### config.mk
export PLATFORM = sky130hd
export DESIGN_NAME = tcw_ctrl_flat
export DESIGN_NICKNAME = d
export VERILOG_FILES = /design/src/hdl/tcw_pkg.sv /design/src/hdl/tcw_if.sv /design/src/hdl/tcw_ctrl.sv /design/src/flat_wrapper.sv
export SDC_FILE = /design/constraint.sdc
export NUM_CORES = 1
export LEC_CHECK = 0
export BUFFER_PORTS_ARGS = -buffer_cell sky130_fd_sc_hd__buf_2
export CORE_MARGIN = 2
export CORE_UTILIZATION = 57
export CTS_BUF_LIST = sky130_fd_sc_hd__clkbuf_4
export DETAILED_ROUTE_END_ITERATION = 8
export PLACE_DENSITY = 0.87
export SLEW_MARGIN = 20
export SYNTH_ARGS = -nofsm -noshare
export SYNTH_HDL_FRONTEND = slang
export SYNTH_SLANG_ARGS = --single-unit
### constraint.sdc
create_clock -name i_clk -period 5.41 [get_ports i_clk]
set_clock_uncertainty 0.1 [all_clocks]
set_input_delay 1.3525 -clock i_clk [delete_from_list [all_inputs] [get_ports i_clk]]
set_output_delay 1.3525 -clock i_clk [all_outputs]
set_load 0.05 [all_outputs]
### src/hdl/tcw_pkg.sv
// ============================================================================
// tcw_pkg
// Shared constants, types and helpers of the text console writer.
// ============================================================================
`default_nettype none

package tcw_pkg;

    localparam int COLUMNS      = 80;
    localparam int SCREEN_CELLS = 2000;

    localparam int BYTE_W     = 8;
    localparam int CELL_W     = 16;
    localparam int CELL_IDX_W = 11;
    localparam int CNT_W      = CELL_IDX_W + 1;
    localparam int COL_W      = $clog2(COLUMNS);
    localparam int OPC_W      = 2;
    localparam int CFG_IDX_W  = 2;

    typedef enum logic [OPC_W-1:0] {
        OP_PUT   = 2'd0,
        OP_READ  = 2'd1,
        OP_CLEAR = 2'd2,
        OP_NOP   = 2'd3
    } t_opcode;

    localparam logic [CFG_IDX_W-1:0] REG_DEFAULT_COLOR = 2'd0;
    localparam logic [CFG_IDX_W-1:0] REG_BLANK_ATTR    = 2'd1;

    localparam logic [BYTE_W-1:0] DEFAULT_COLOR_RST = 8'd7;
    localparam logic [BYTE_W-1:0] BLANK_ATTR_RST    = 8'd15;

    localparam logic [BYTE_W-1:0] CH_BACKSPACE = 8'd8;
    localparam logic [BYTE_W-1:0] CH_TAB       = 8'd9;
    localparam logic [BYTE_W-1:0] CH_NEWLINE   = 8'd10;
    localparam logic [BYTE_W-1:0] CH_RETURN    = 8'd13;
    localparam logic [BYTE_W-1:0] CH_SPACE     = 8'd32;

    // cursor and column after a scroll: start of the last row
    localparam logic [CELL_IDX_W-1:0] SCROLL_CURSOR = CELL_IDX_W'(SCREEN_CELLS - COLUMNS);
    localparam logic [COL_W-1:0]      SCROLL_COL    =
        COL_W'((SCREEN_CELLS - COLUMNS) % COLUMNS);

    typedef struct packed {
        logic                  we;
        logic [CELL_IDX_W-1:0] waddr;
        logic [CELL_W-1:0]     wdata;
        logic [CELL_IDX_W-1:0] raddr;
    } t_ram_req;

    typedef struct packed {
        logic [BYTE_W-1:0] default_color;
        logic [BYTE_W-1:0] blank_attr;
    } t_cfg;

    typedef struct packed {
        logic [CELL_IDX_W-1:0] cursor_pos;
        logic [CELL_W-1:0]     cell_value;
        logic                  scrolled;
    } t_result;

    function automatic logic [CELL_W-1:0] blank_cell(input logic [BYTE_W-1:0] attr);
        return {attr, CH_SPACE};
    endfunction

endpackage

`default_nettype wire

### src/hdl/tcw_if.sv
// ============================================================================
// tcw_if
// Valid/ready channels of the text console writer: items in, results out,
// and register writes.
// ============================================================================
`default_nettype none

interface tcw_in_if;
    logic                              valid;
    logic                              ready;
    logic [tcw_pkg::OPC_W-1:0]         opcode;
    logic [tcw_pkg::BYTE_W-1:0]        char_code;
    logic [tcw_pkg::BYTE_W-1:0]        char_color;
    logic [tcw_pkg::CELL_IDX_W-1:0]    read_index;

    modport source (output valid, opcode, char_code, char_color, read_index, input ready);
    modport sink   (input valid, opcode, char_code, char_color, read_index, output ready);
endinterface


`default_nettype wire

### src/hdl/tcw_ctrl.sv
// ============================================================================
// tcw_ctrl
// Sequencer of the console: cursor, character handling, scroll copy,
// clear sweep and cell read, all through the screen RAM ports.
// ============================================================================
`default_nettype none

module tcw_ctrl (
    input  wire logic                          i_clk,
    input  wire logic                          i_rst_n,
    tcw_in_if.sink                             i_in,
    input  wire tcw_pkg::t_cfg                 i_cfg,
    output tcw_pkg::t_ram_req                  o_ram,
    input  wire logic [tcw_pkg::CELL_W-1:0]    i_rdata,
    output logic                               o_res_valid,
    output tcw_pkg::t_result                   o_res,
    input  wire logic                          i_res_take
);

    typedef enum logic [2:0] {
        S_CLEAR,
        S_IDLE,
        S_CHAR,
        S_SCROLL,
        S_READ,
        S_READ_WAIT,
        S_DONE
    } t_state;

    t_state                             r_state, n_state;
    logic                               r_init, n_init;
    logic [tcw_pkg::CELL_IDX_W-1:0]     r_cursor, n_cursor;
    logic [tcw_pkg::COL_W-1:0]          r_col, n_col;
    logic [tcw_pkg::CNT_W-1:0]          r_src, n_src;
    logic [1:0]                         r_rem, n_rem;
    logic [tcw_pkg::BYTE_W-1:0]         r_ch, n_ch;
    logic [tcw_pkg::BYTE_W-1:0]         r_color, n_color;
    logic [tcw_pkg::CELL_IDX_W-1:0]     r_ridx, n_ridx;
    logic [tcw_pkg::CELL_W-1:0]         r_cell, n_cell;
    logic                               r_scrolled, n_scrolled;
    logic                               r_wvld, n_wvld;
    logic [tcw_pkg::CELL_IDX_W-1:0]     r_wdst, n_wdst;
    logic                               r_wblank, n_wblank;

    logic                               accept;
    logic [tcw_pkg::CNT_W-1:0]          cur_sum;
    logic [tcw_pkg::COL_W-1:0]          col_nx;
    logic [tcw_pkg::CNT_W-1:0]          dst_full;

    assign i_in.ready = (r_state == S_IDLE);
    assign accept     = i_in.valid && i_in.ready;
    assign dst_full   = r_src - tcw_pkg::CNT_W'(tcw_pkg::COLUMNS);

    always_comb begin
        n_state    = r_state;
        n_init     = r_init;
        n_cursor   = r_cursor;
        n_col      = r_col;
        n_src      = r_src;
        n_rem      = r_rem;
        n_ch       = r_ch;
        n_color    = r_color;
        n_ridx     = r_ridx;
        n_cell     = r_cell;
        n_scrolled = r_scrolled;
        n_wvld     = 1'b0;
        n_wdst     = r_wdst;
        n_wblank   = r_wblank;
        cur_sum    = {1'b0, r_cursor};
        col_nx     = r_col;

        o_ram.we    = 1'b0;
        o_ram.waddr = r_wdst;
        o_ram.wdata = r_wblank ? tcw_pkg::blank_cell(i_cfg.blank_attr) : i_rdata;
        o_ram.raddr = r_ridx;

        unique case (r_state)
            S_CLEAR: begin
                // reset sweep uses the reset attribute, clear uses the register
                o_ram.we    = 1'b1;
                o_ram.waddr = r_src[tcw_pkg::CELL_IDX_W-1:0];
                o_ram.wdata = tcw_pkg::blank_cell(r_init ? tcw_pkg::BLANK_ATTR_RST
                                                         : i_cfg.blank_attr);
                if (r_src == tcw_pkg::CNT_W'(tcw_pkg::SCREEN_CELLS - 1)) begin
                    n_init  = 1'b0;
                    n_state = r_init ? S_IDLE : S_DONE;
                end else begin
                    n_src = r_src + 1'b1;
                end
            end
            S_IDLE: begin
                if (accept) begin
                    n_cell     = '0;
                    n_scrolled = 1'b0;
                    n_ridx     = i_in.read_index;
                    unique case (i_in.opcode)
                        tcw_pkg::OP_PUT: begin
                            if (i_in.char_code == tcw_pkg::CH_TAB) begin
                                n_ch    = tcw_pkg::CH_SPACE;
                                n_color = i_cfg.default_color;
                                n_rem   = 2'd3;
                            end else begin
                                n_ch    = i_in.char_code;
                                n_color = i_in.char_color;
                                n_rem   = 2'd0;
                            end
                            n_state = S_CHAR;
                        end
                        tcw_pkg::OP_READ: begin
                            n_state = (i_in.read_index <
                                       tcw_pkg::CELL_IDX_W'(tcw_pkg::SCREEN_CELLS))
                                      ? S_READ : S_DONE;
                        end
                        tcw_pkg::OP_CLEAR: begin
                            n_cursor = '0;
                            n_col    = '0;
                            n_src    = '0;
                            n_state  = S_CLEAR;
                        end
                        default: begin
                            n_state = S_DONE;
                        end
                    endcase
                end
            end
            S_CHAR: begin
                unique case (r_ch)
                    tcw_pkg::CH_NEWLINE: begin
                        cur_sum = {1'b0, r_cursor} - tcw_pkg::CNT_W'(r_col)
                                  + tcw_pkg::CNT_W'(tcw_pkg::COLUMNS);
                        col_nx  = '0;
                    end
                    tcw_pkg::CH_RETURN: begin
                        cur_sum = {1'b0, r_cursor} - tcw_pkg::CNT_W'(r_col);
                        col_nx  = '0;
                    end
                    tcw_pkg::CH_BACKSPACE: begin
                        if (r_col != '0) begin
                            cur_sum = {1'b0, r_cursor} - 1'b1;
                            col_nx  = r_col - 1'b1;
                        end
                    end
                    default: begin
                        o_ram.we    = 1'b1;
                        o_ram.waddr = r_cursor;
                        o_ram.wdata = {r_color, r_ch};
                        cur_sum     = {1'b0, r_cursor} + 1'b1;
                        col_nx      = (r_col == tcw_pkg::COL_W'(tcw_pkg::COLUMNS - 1))
                                      ? '0 : r_col + 1'b1;
                    end
                endcase
                if (cur_sum >= tcw_pkg::CNT_W'(tcw_pkg::SCREEN_CELLS)) begin
                    n_cursor   = tcw_pkg::SCROLL_CURSOR;
                    n_col      = tcw_pkg::SCROLL_COL;
                    n_scrolled = 1'b1;
                    n_src      = tcw_pkg::CNT_W'(tcw_pkg::COLUMNS);
                    n_state    = S_SCROLL;
                end else begin
                    n_cursor = cur_sum[tcw_pkg::CELL_IDX_W-1:0];
                    n_col    = col_nx;
                    if (r_rem != 2'd0) begin
                        n_rem = r_rem - 1'b1;
                    end else begin
                        n_state = S_DONE;
                    end
                end
            end
            S_SCROLL: begin
                // read at src, write one row up in the next cycle; past the
                // screen end the write stage fills the bottom row with blanks
                o_ram.we = r_wvld;
                if (r_src < tcw_pkg::CNT_W'(tcw_pkg::SCREEN_CELLS + tcw_pkg::COLUMNS)) begin
                    o_ram.raddr = (r_src < tcw_pkg::CNT_W'(tcw_pkg::SCREEN_CELLS))
                                  ? r_src[tcw_pkg::CELL_IDX_W-1:0] : '0;
                    n_wvld   = 1'b1;
                    n_wdst   = dst_full[tcw_pkg::CELL_IDX_W-1:0];
                    n_wblank = (r_src >= tcw_pkg::CNT_W'(tcw_pkg::SCREEN_CELLS));
                    n_src    = r_src + 1'b1;
                end else if (r_rem != 2'd0) begin
                    n_rem   = r_rem - 1'b1;
                    n_state = S_CHAR;
                end else begin
                    n_state = S_DONE;
                end
            end
            S_READ: begin
                o_ram.raddr = r_ridx;
                n_state     = S_READ_WAIT;
            end
            S_READ_WAIT: begin
                n_cell  = i_rdata;
                n_state = S_DONE;
            end
            S_DONE: begin
                if (i_res_take) begin
                    n_state = S_IDLE;
                end
            end
            default: begin
                n_state = S_IDLE;
            end
        endcase
    end

    always_ff @(posedge i_clk) begin
        if (!i_rst_n) begin
            r_state    <= S_CLEAR;
            r_init     <= 1'b1;
            r_cursor   <= '0;
            r_col      <= '0;
            r_src      <= '0;
            r_rem      <= '0;
            r_wvld     <= 1'b0;
            r_scrolled <= 1'b0;
        end else begin
            r_state    <= n_state;
            r_init     <= n_init;
            r_cursor   <= n_cursor;
            r_col      <= n_col;
            r_src      <= n_src;
            r_rem      <= n_rem;
            r_wvld     <= n_wvld;
            r_scrolled <= n_scrolled;
        end
        r_ch     <= n_ch;
        r_color  <= n_color;
        r_ridx   <= n_ridx;
        r_cell   <= n_cell;
        r_wdst   <= n_wdst;
        r_wblank <= n_wblank;
    end

    assign o_res_valid      = (r_state == S_DONE);
    assign o_res.cursor_pos = r_cursor;
    assign o_res.cell_value = r_cell;
    assign o_res.scrolled   = r_scrolled;

    a_waddr_in_range: assert property (@(posedge i_clk) disable iff (!i_rst_n)
        o_ram.we |-> (o_ram.waddr < tcw_pkg::CELL_IDX_W'(tcw_pkg::SCREEN_CELLS)))
        else $error("screen write beyond last cell");

    a_cursor_in_range: assert property (@(posedge i_clk) disable iff (!i_rst_n)
        (r_state == S_IDLE) |->
            (r_cursor < tcw_pkg::CELL_IDX_W'(tcw_pkg::SCREEN_CELLS)) &&
            (r_col < tcw_pkg::COL_W'(tcw_pkg::COLUMNS)))
        else $error("cursor or column out of range when idle");

    a_scroll_homes_cursor: assert property (@(posedge i_clk) disable iff (!i_rst_n)
        (r_state == S_SCROLL) |-> (r_cursor == tcw_pkg::SCROLL_CURSOR) && r_scrolled)
        else $error("scroll without cursor at last row start");

    a_no_accept_in_init: assert property (@(posedge i_clk) disable iff (!i_rst_n)
        r_init |-> !i_in.ready)
        else $error("item accepted during reset clear");

endmodule

`default_nettype wire

### src/flat_wrapper.sv
// flat-port wrapper written by rule: the top's interface ports become plain ports
module tcw_ctrl_flat 
  (i_clk, i_rst_n, i_cfg, o_ram, i_rdata, o_res_valid, o_res, i_res_take, i_in_valid, i_in_opcode, i_in_char_code, i_in_char_color, i_in_read_index, i_in_ready);
  tcw_in_if i_in_i ();
  input  wire logic i_clk;
  input  wire logic i_rst_n;
  input  wire tcw_pkg::t_cfg i_cfg;
  output tcw_pkg::t_ram_req o_ram;
  input  wire logic [tcw_pkg::CELL_W-1:0] i_rdata;
  output logic o_res_valid;
  output tcw_pkg::t_result o_res;
  input  wire logic i_res_take;
  input wire logic [$bits(i_in_i.valid)-1:0] i_in_valid;
  input wire logic [$bits(i_in_i.opcode)-1:0] i_in_opcode;
  input wire logic [$bits(i_in_i.char_code)-1:0] i_in_char_code;
  input wire logic [$bits(i_in_i.char_color)-1:0] i_in_char_color;
  input wire logic [$bits(i_in_i.read_index)-1:0] i_in_read_index;
  output wire logic [$bits(i_in_i.ready)-1:0] i_in_ready;
  assign i_in_i.valid = i_in_valid;
  assign i_in_i.opcode = i_in_opcode;
  assign i_in_i.char_code = i_in_char_code;
  assign i_in_i.char_color = i_in_char_color;
  assign i_in_i.read_index = i_in_read_index;
  assign i_in_ready = i_in_i.ready;
  tcw_ctrl u_core (.i_clk(i_clk), .i_rst_n(i_rst_n), .i_in(i_in_i), .i_cfg(i_cfg), .o_ram(o_ram), .i_rdata(i_rdata), .o_res_valid(o_res_valid), .o_res(o_res), .i_res_take(i_res_take));
endmodule
==> results.json <==
{
  "yosysUniqueCellTypes": 78,
  "cts_resized": 0,
  "slowest_delay_ns": 0.61,
  "syn_to_final_growth_pct": 14.1,
  "synthFlopType": "edfxtp_1",
  "relSlewSlack_pct": 33.2,
  "viasPerCell": 6.26,
  "min_path_cells": 2,
  "finalSetupViolations": 0,
  "ys_top_cells_by_area": "edfxtp_1, dfxtp_1, nand2_1, o21ai_0, ha_1",
  "worst_setup_path_start_kind": "flop",
  "p_per_area_nw_per_um2": 422,
  "drc": 0,
  "port_buffers": 133,
  "die_w_um": 110,
  "wl_per_cell_um": 17.5,
  "min_period_ns": 4.91,
  "cts.clk_slew.worst_paths_ns": 0.17,
  "yosys.area.top_type": "edfxtp_1",
  "dr.pass1.iters": 6,
  "cp.required_ns": 5.64,
  "slew_viol_final": 0,
  "worst_pin_slew_ns": 1.00,
  "drt_iter0_drc": 480,
  "p_leak_nw": 2.98,
  "rr_endpoint": "u_core.r_src[8]",
  "clkSinkCount": 93,
  "finalHoldViolations": 0,
  "end_kind": "flop",
  "ff2ff_setup_slack_ns": 0.50,
  "die_y_um": 110,
  "cts_tree": "yes",
  "grt_pass1_vias": 5728,
  "tns_ns": 0,
  "r2r_start": "u_core.r_col[2]",
  "outcome": "complete, no violations",
  "maxCapViolCount": 0,
  "synth_most_common_cell": "nand2_1",
  "synth_common_cells": "nand2_1, nor2_1, o21ai_0, edfxtp_1, clkbuf_1",
  "vias": 6264,
  "synth.avg_cell_area_um2": 8.52,
  "async_flop_share_pct": 0,
  "syn_area_um2": 6420,
  "root_buffer": "clkbuf_4",
  "layoutNonFillerInstCount": 1000,
  "gp_congestion": 0.971,
  "post_cts_buffers": 0,
  "arrival_ns": 5.14,
  "rsz0062_at_grt": "false",
  "core_area_um2": 10900,
  "ys_ff_latch": 93,
  "hold_buffers": 0,
  "synth_seq_area_share_pct": 37.5,
  "start_util_pct": 58.8,
  "dp_hpwl_mm": 13.0,
  "critPathLaunch": "u_core.r_col[2]",
  "hp-class": "flop to flop",
  "finalCritPeriodShare_pct": 90.7,
  "min_from": "u_core.r_scrolled",
  "synth_top_cell_area_share_pct": 25.7,
  "boundaryPins": 134,
  "track_usage_pct": 29.5,
  "die-area_um2": 12100,
  "dpl.cell_count": 984,
  "layout.nets": 941,
  "worst_slack_ns": 0.504,
  "grt_max_degree": 32,
  "syn_nets": 840,
  "htreeDepth": 3,
  "cp_max_fo": 12,
  "synth_edf_count": 55,
  "overflow": 0,
  "dp_slack_ns": 0.559,
  "path_class": "flop to flop",
  "postRouteAntennaNets": 0,
  "yosysWarnings": 0,
  "fp-row-count": 38,
  "fmax_mhz": 204,
  "whs_endpoint": "u_core.r_scrolled",
  "diodes": 0,
  "synthCells": 754,
  "clk_latency_ns": 0.47,
  "crit_chain": "inv_1 -> ha_1 -> o211ai_1 -> a21oi_1 -> o21ai_0 -> and2_1 -> ha_1 -> nor2_1 -> mux2_2 -> or2_2 -> a2111o_1 -> o211ai_1 -> o31ai_1 -> o211a_1 -> nor2_1 -> o21ai_0",
  "finalWirelength_mm": 17.5,
  "grt_pass1_wl_mm": 27.9,
  "cts_buffers": 9,
  "drive_gt1_share_pct": 22.3,
  "antenna_found_initial": 0,
  "ctsLongestPathBuffers": 2,
  "reg2regPathDepth": 16,
  "cp_slowest_cell": "nor2_1",
  "vdd_ir_drop_max_mv": 0.299
}
worst max-delay path, delay by kind of cell, from the launching register on:
family	cells	cell delay, ns
AOI/OAI and AO/OA	8	2.03
and+or+nand+nor	4	1.17
adders and majority gates	2	0.54
DFF	1	0.49
muxes	1	0.31
buffers and inverters	1	0.13
stage by stage:
step | hold WS, ns | total power (W) | cell area [um2] | util, %
after global placement | 0.412 | 0.00261 | 7150 | 65.4
after floorplan | 0.306 | 0.00223 | 6420 | -
after detailed placement | 0.412 | 0.00262 | 7150 | 65.4
final | 0.439 | 0.00309 | 7330 | 67.0
after CTS | 0.442 | 0.00308 | 7330 | 67.0
after global routing | 0.463 | 0.00325 | 7330 | 67.0
worst max-delay path by stage:
stage,endpoint
2_1_floorplan,u_core.r_cursor[6]
3_3_place_gp,u_core.r_src[9]
3_5_place_dp,u_core.r_src[10]
4_1_cts,u_core.r_src[10]
5_1_grt,u_core.r_src[3]
6_report,u_core.r_src[8]
registers in the layout (all words and copies together), names as in the netlist, 3 cells and up:
| register | flops |
|---|---|
| u_core.r_cell | 16 |
| u_core.r_ch | 8 |
| u_core.r_col | 7 |
| u_core.r_color | 8 |
| u_core.r_cursor | 11 |
| u_core.r_ridx | 11 |
| u_core.r_src | 12 |
| u_core.r_state | 3 |
| u_core.r_wdst | 11 |
routing by layer:
metal / track usage, % / wire, um
met5: 0 / 0
met4: 11.7 / 453
met3: 5.47 / 1370
met2: 48.6 / 8300
met1: 38.4 / 7370
kinds of logic (layout without fill, tap and decap cells):
group | Yosys count | after routing | synth area share, %
DFF | 93 | 93 | 37.5
AOI/OAI and AO/OA | 231 | 231 | 25.0
muxes | 20 | 20 | 3.29
adders and majority gates | 21 | 21 | 4.21
xor gates and xnor gates | 26 | 26 | 3.54
buffers and inverters | 87 | 193 | 5.47
and+or+nand+nor | 276 | 276 | 20.9
power breakdown:
part	leakage [nW]	internal (W)	total, W	switching, W
Sequential	0.806	0.000841	0.000945	0.000104
Clock	0.0933	0.000199	0.000463	0.000264
Combinational	2.08	0.000478	0.00168	0.00121
Total	2.98	0.00152	0.00309	0.00157
final cells by class:
type / count / area [um2]
clock buffers: 9 / 67.6
clock inverters: 7 / 115
fillers: 928 / 3610
inverters: 31 / 116
multi-input cells: 574 / 3680
flip-flops and latches: 93 / 2410
well taps: 140 / 175
repair buffers: 146 / 763
cell usage in the layout (no fill, tap or decap), types with 5 or more instances in the layout:
| master | synthesis | layout |
|---|---|---|
| buf_2 | 5 | 133 |
| nand2_1 | 87 | 87 |
| nor2_1 | 66 | 65 |
| o21ai_0 | 58 | 57 |
| edfxtp_1 | 55 | 55 |
| a21oi_1 | 38 | 38 |
| dfxtp_1 | 38 | 38 |
| inv_1 | 30 | 30 |
| and2_1 | 23 | 23 |
| a22oi_1 | 21 | 21 |
| ha_1 | 20 | 20 |
| nand3_1 | 19 | 19 |
| nor3_1 | 20 | 18 |
| xnor2_1 | 15 | 15 |
| a22o_1 | 14 | 14 |
| buf_4 | 1 | 13 |
| mux2i_1 | 11 | 11 |
| xor2_1 | 11 | 11 |
| and3_1 | 11 | 11 |
| a31oi_1 | 11 | 11 |
| o211ai_1 | 9 | 9 |
| mux2_2 | 9 | 9 |
| clkbuf_4 | 0 | 9 |
| nand4_1 | 8 | 8 |
| nor4_1 | 7 | 7 |
| o31ai_1 | 7 | 7 |
| a21o_1 | 6 | 6 |
| nand2b_1 | 6 | 6 |
| o21a_1 | 6 | 6 |
| nor2b_1 | 5 | 5 |
| a211oi_1 | 5 | 5 |
| a221oi_1 | 5 | 5 |
Note: power is estimated with default switching activity, not from simulation.
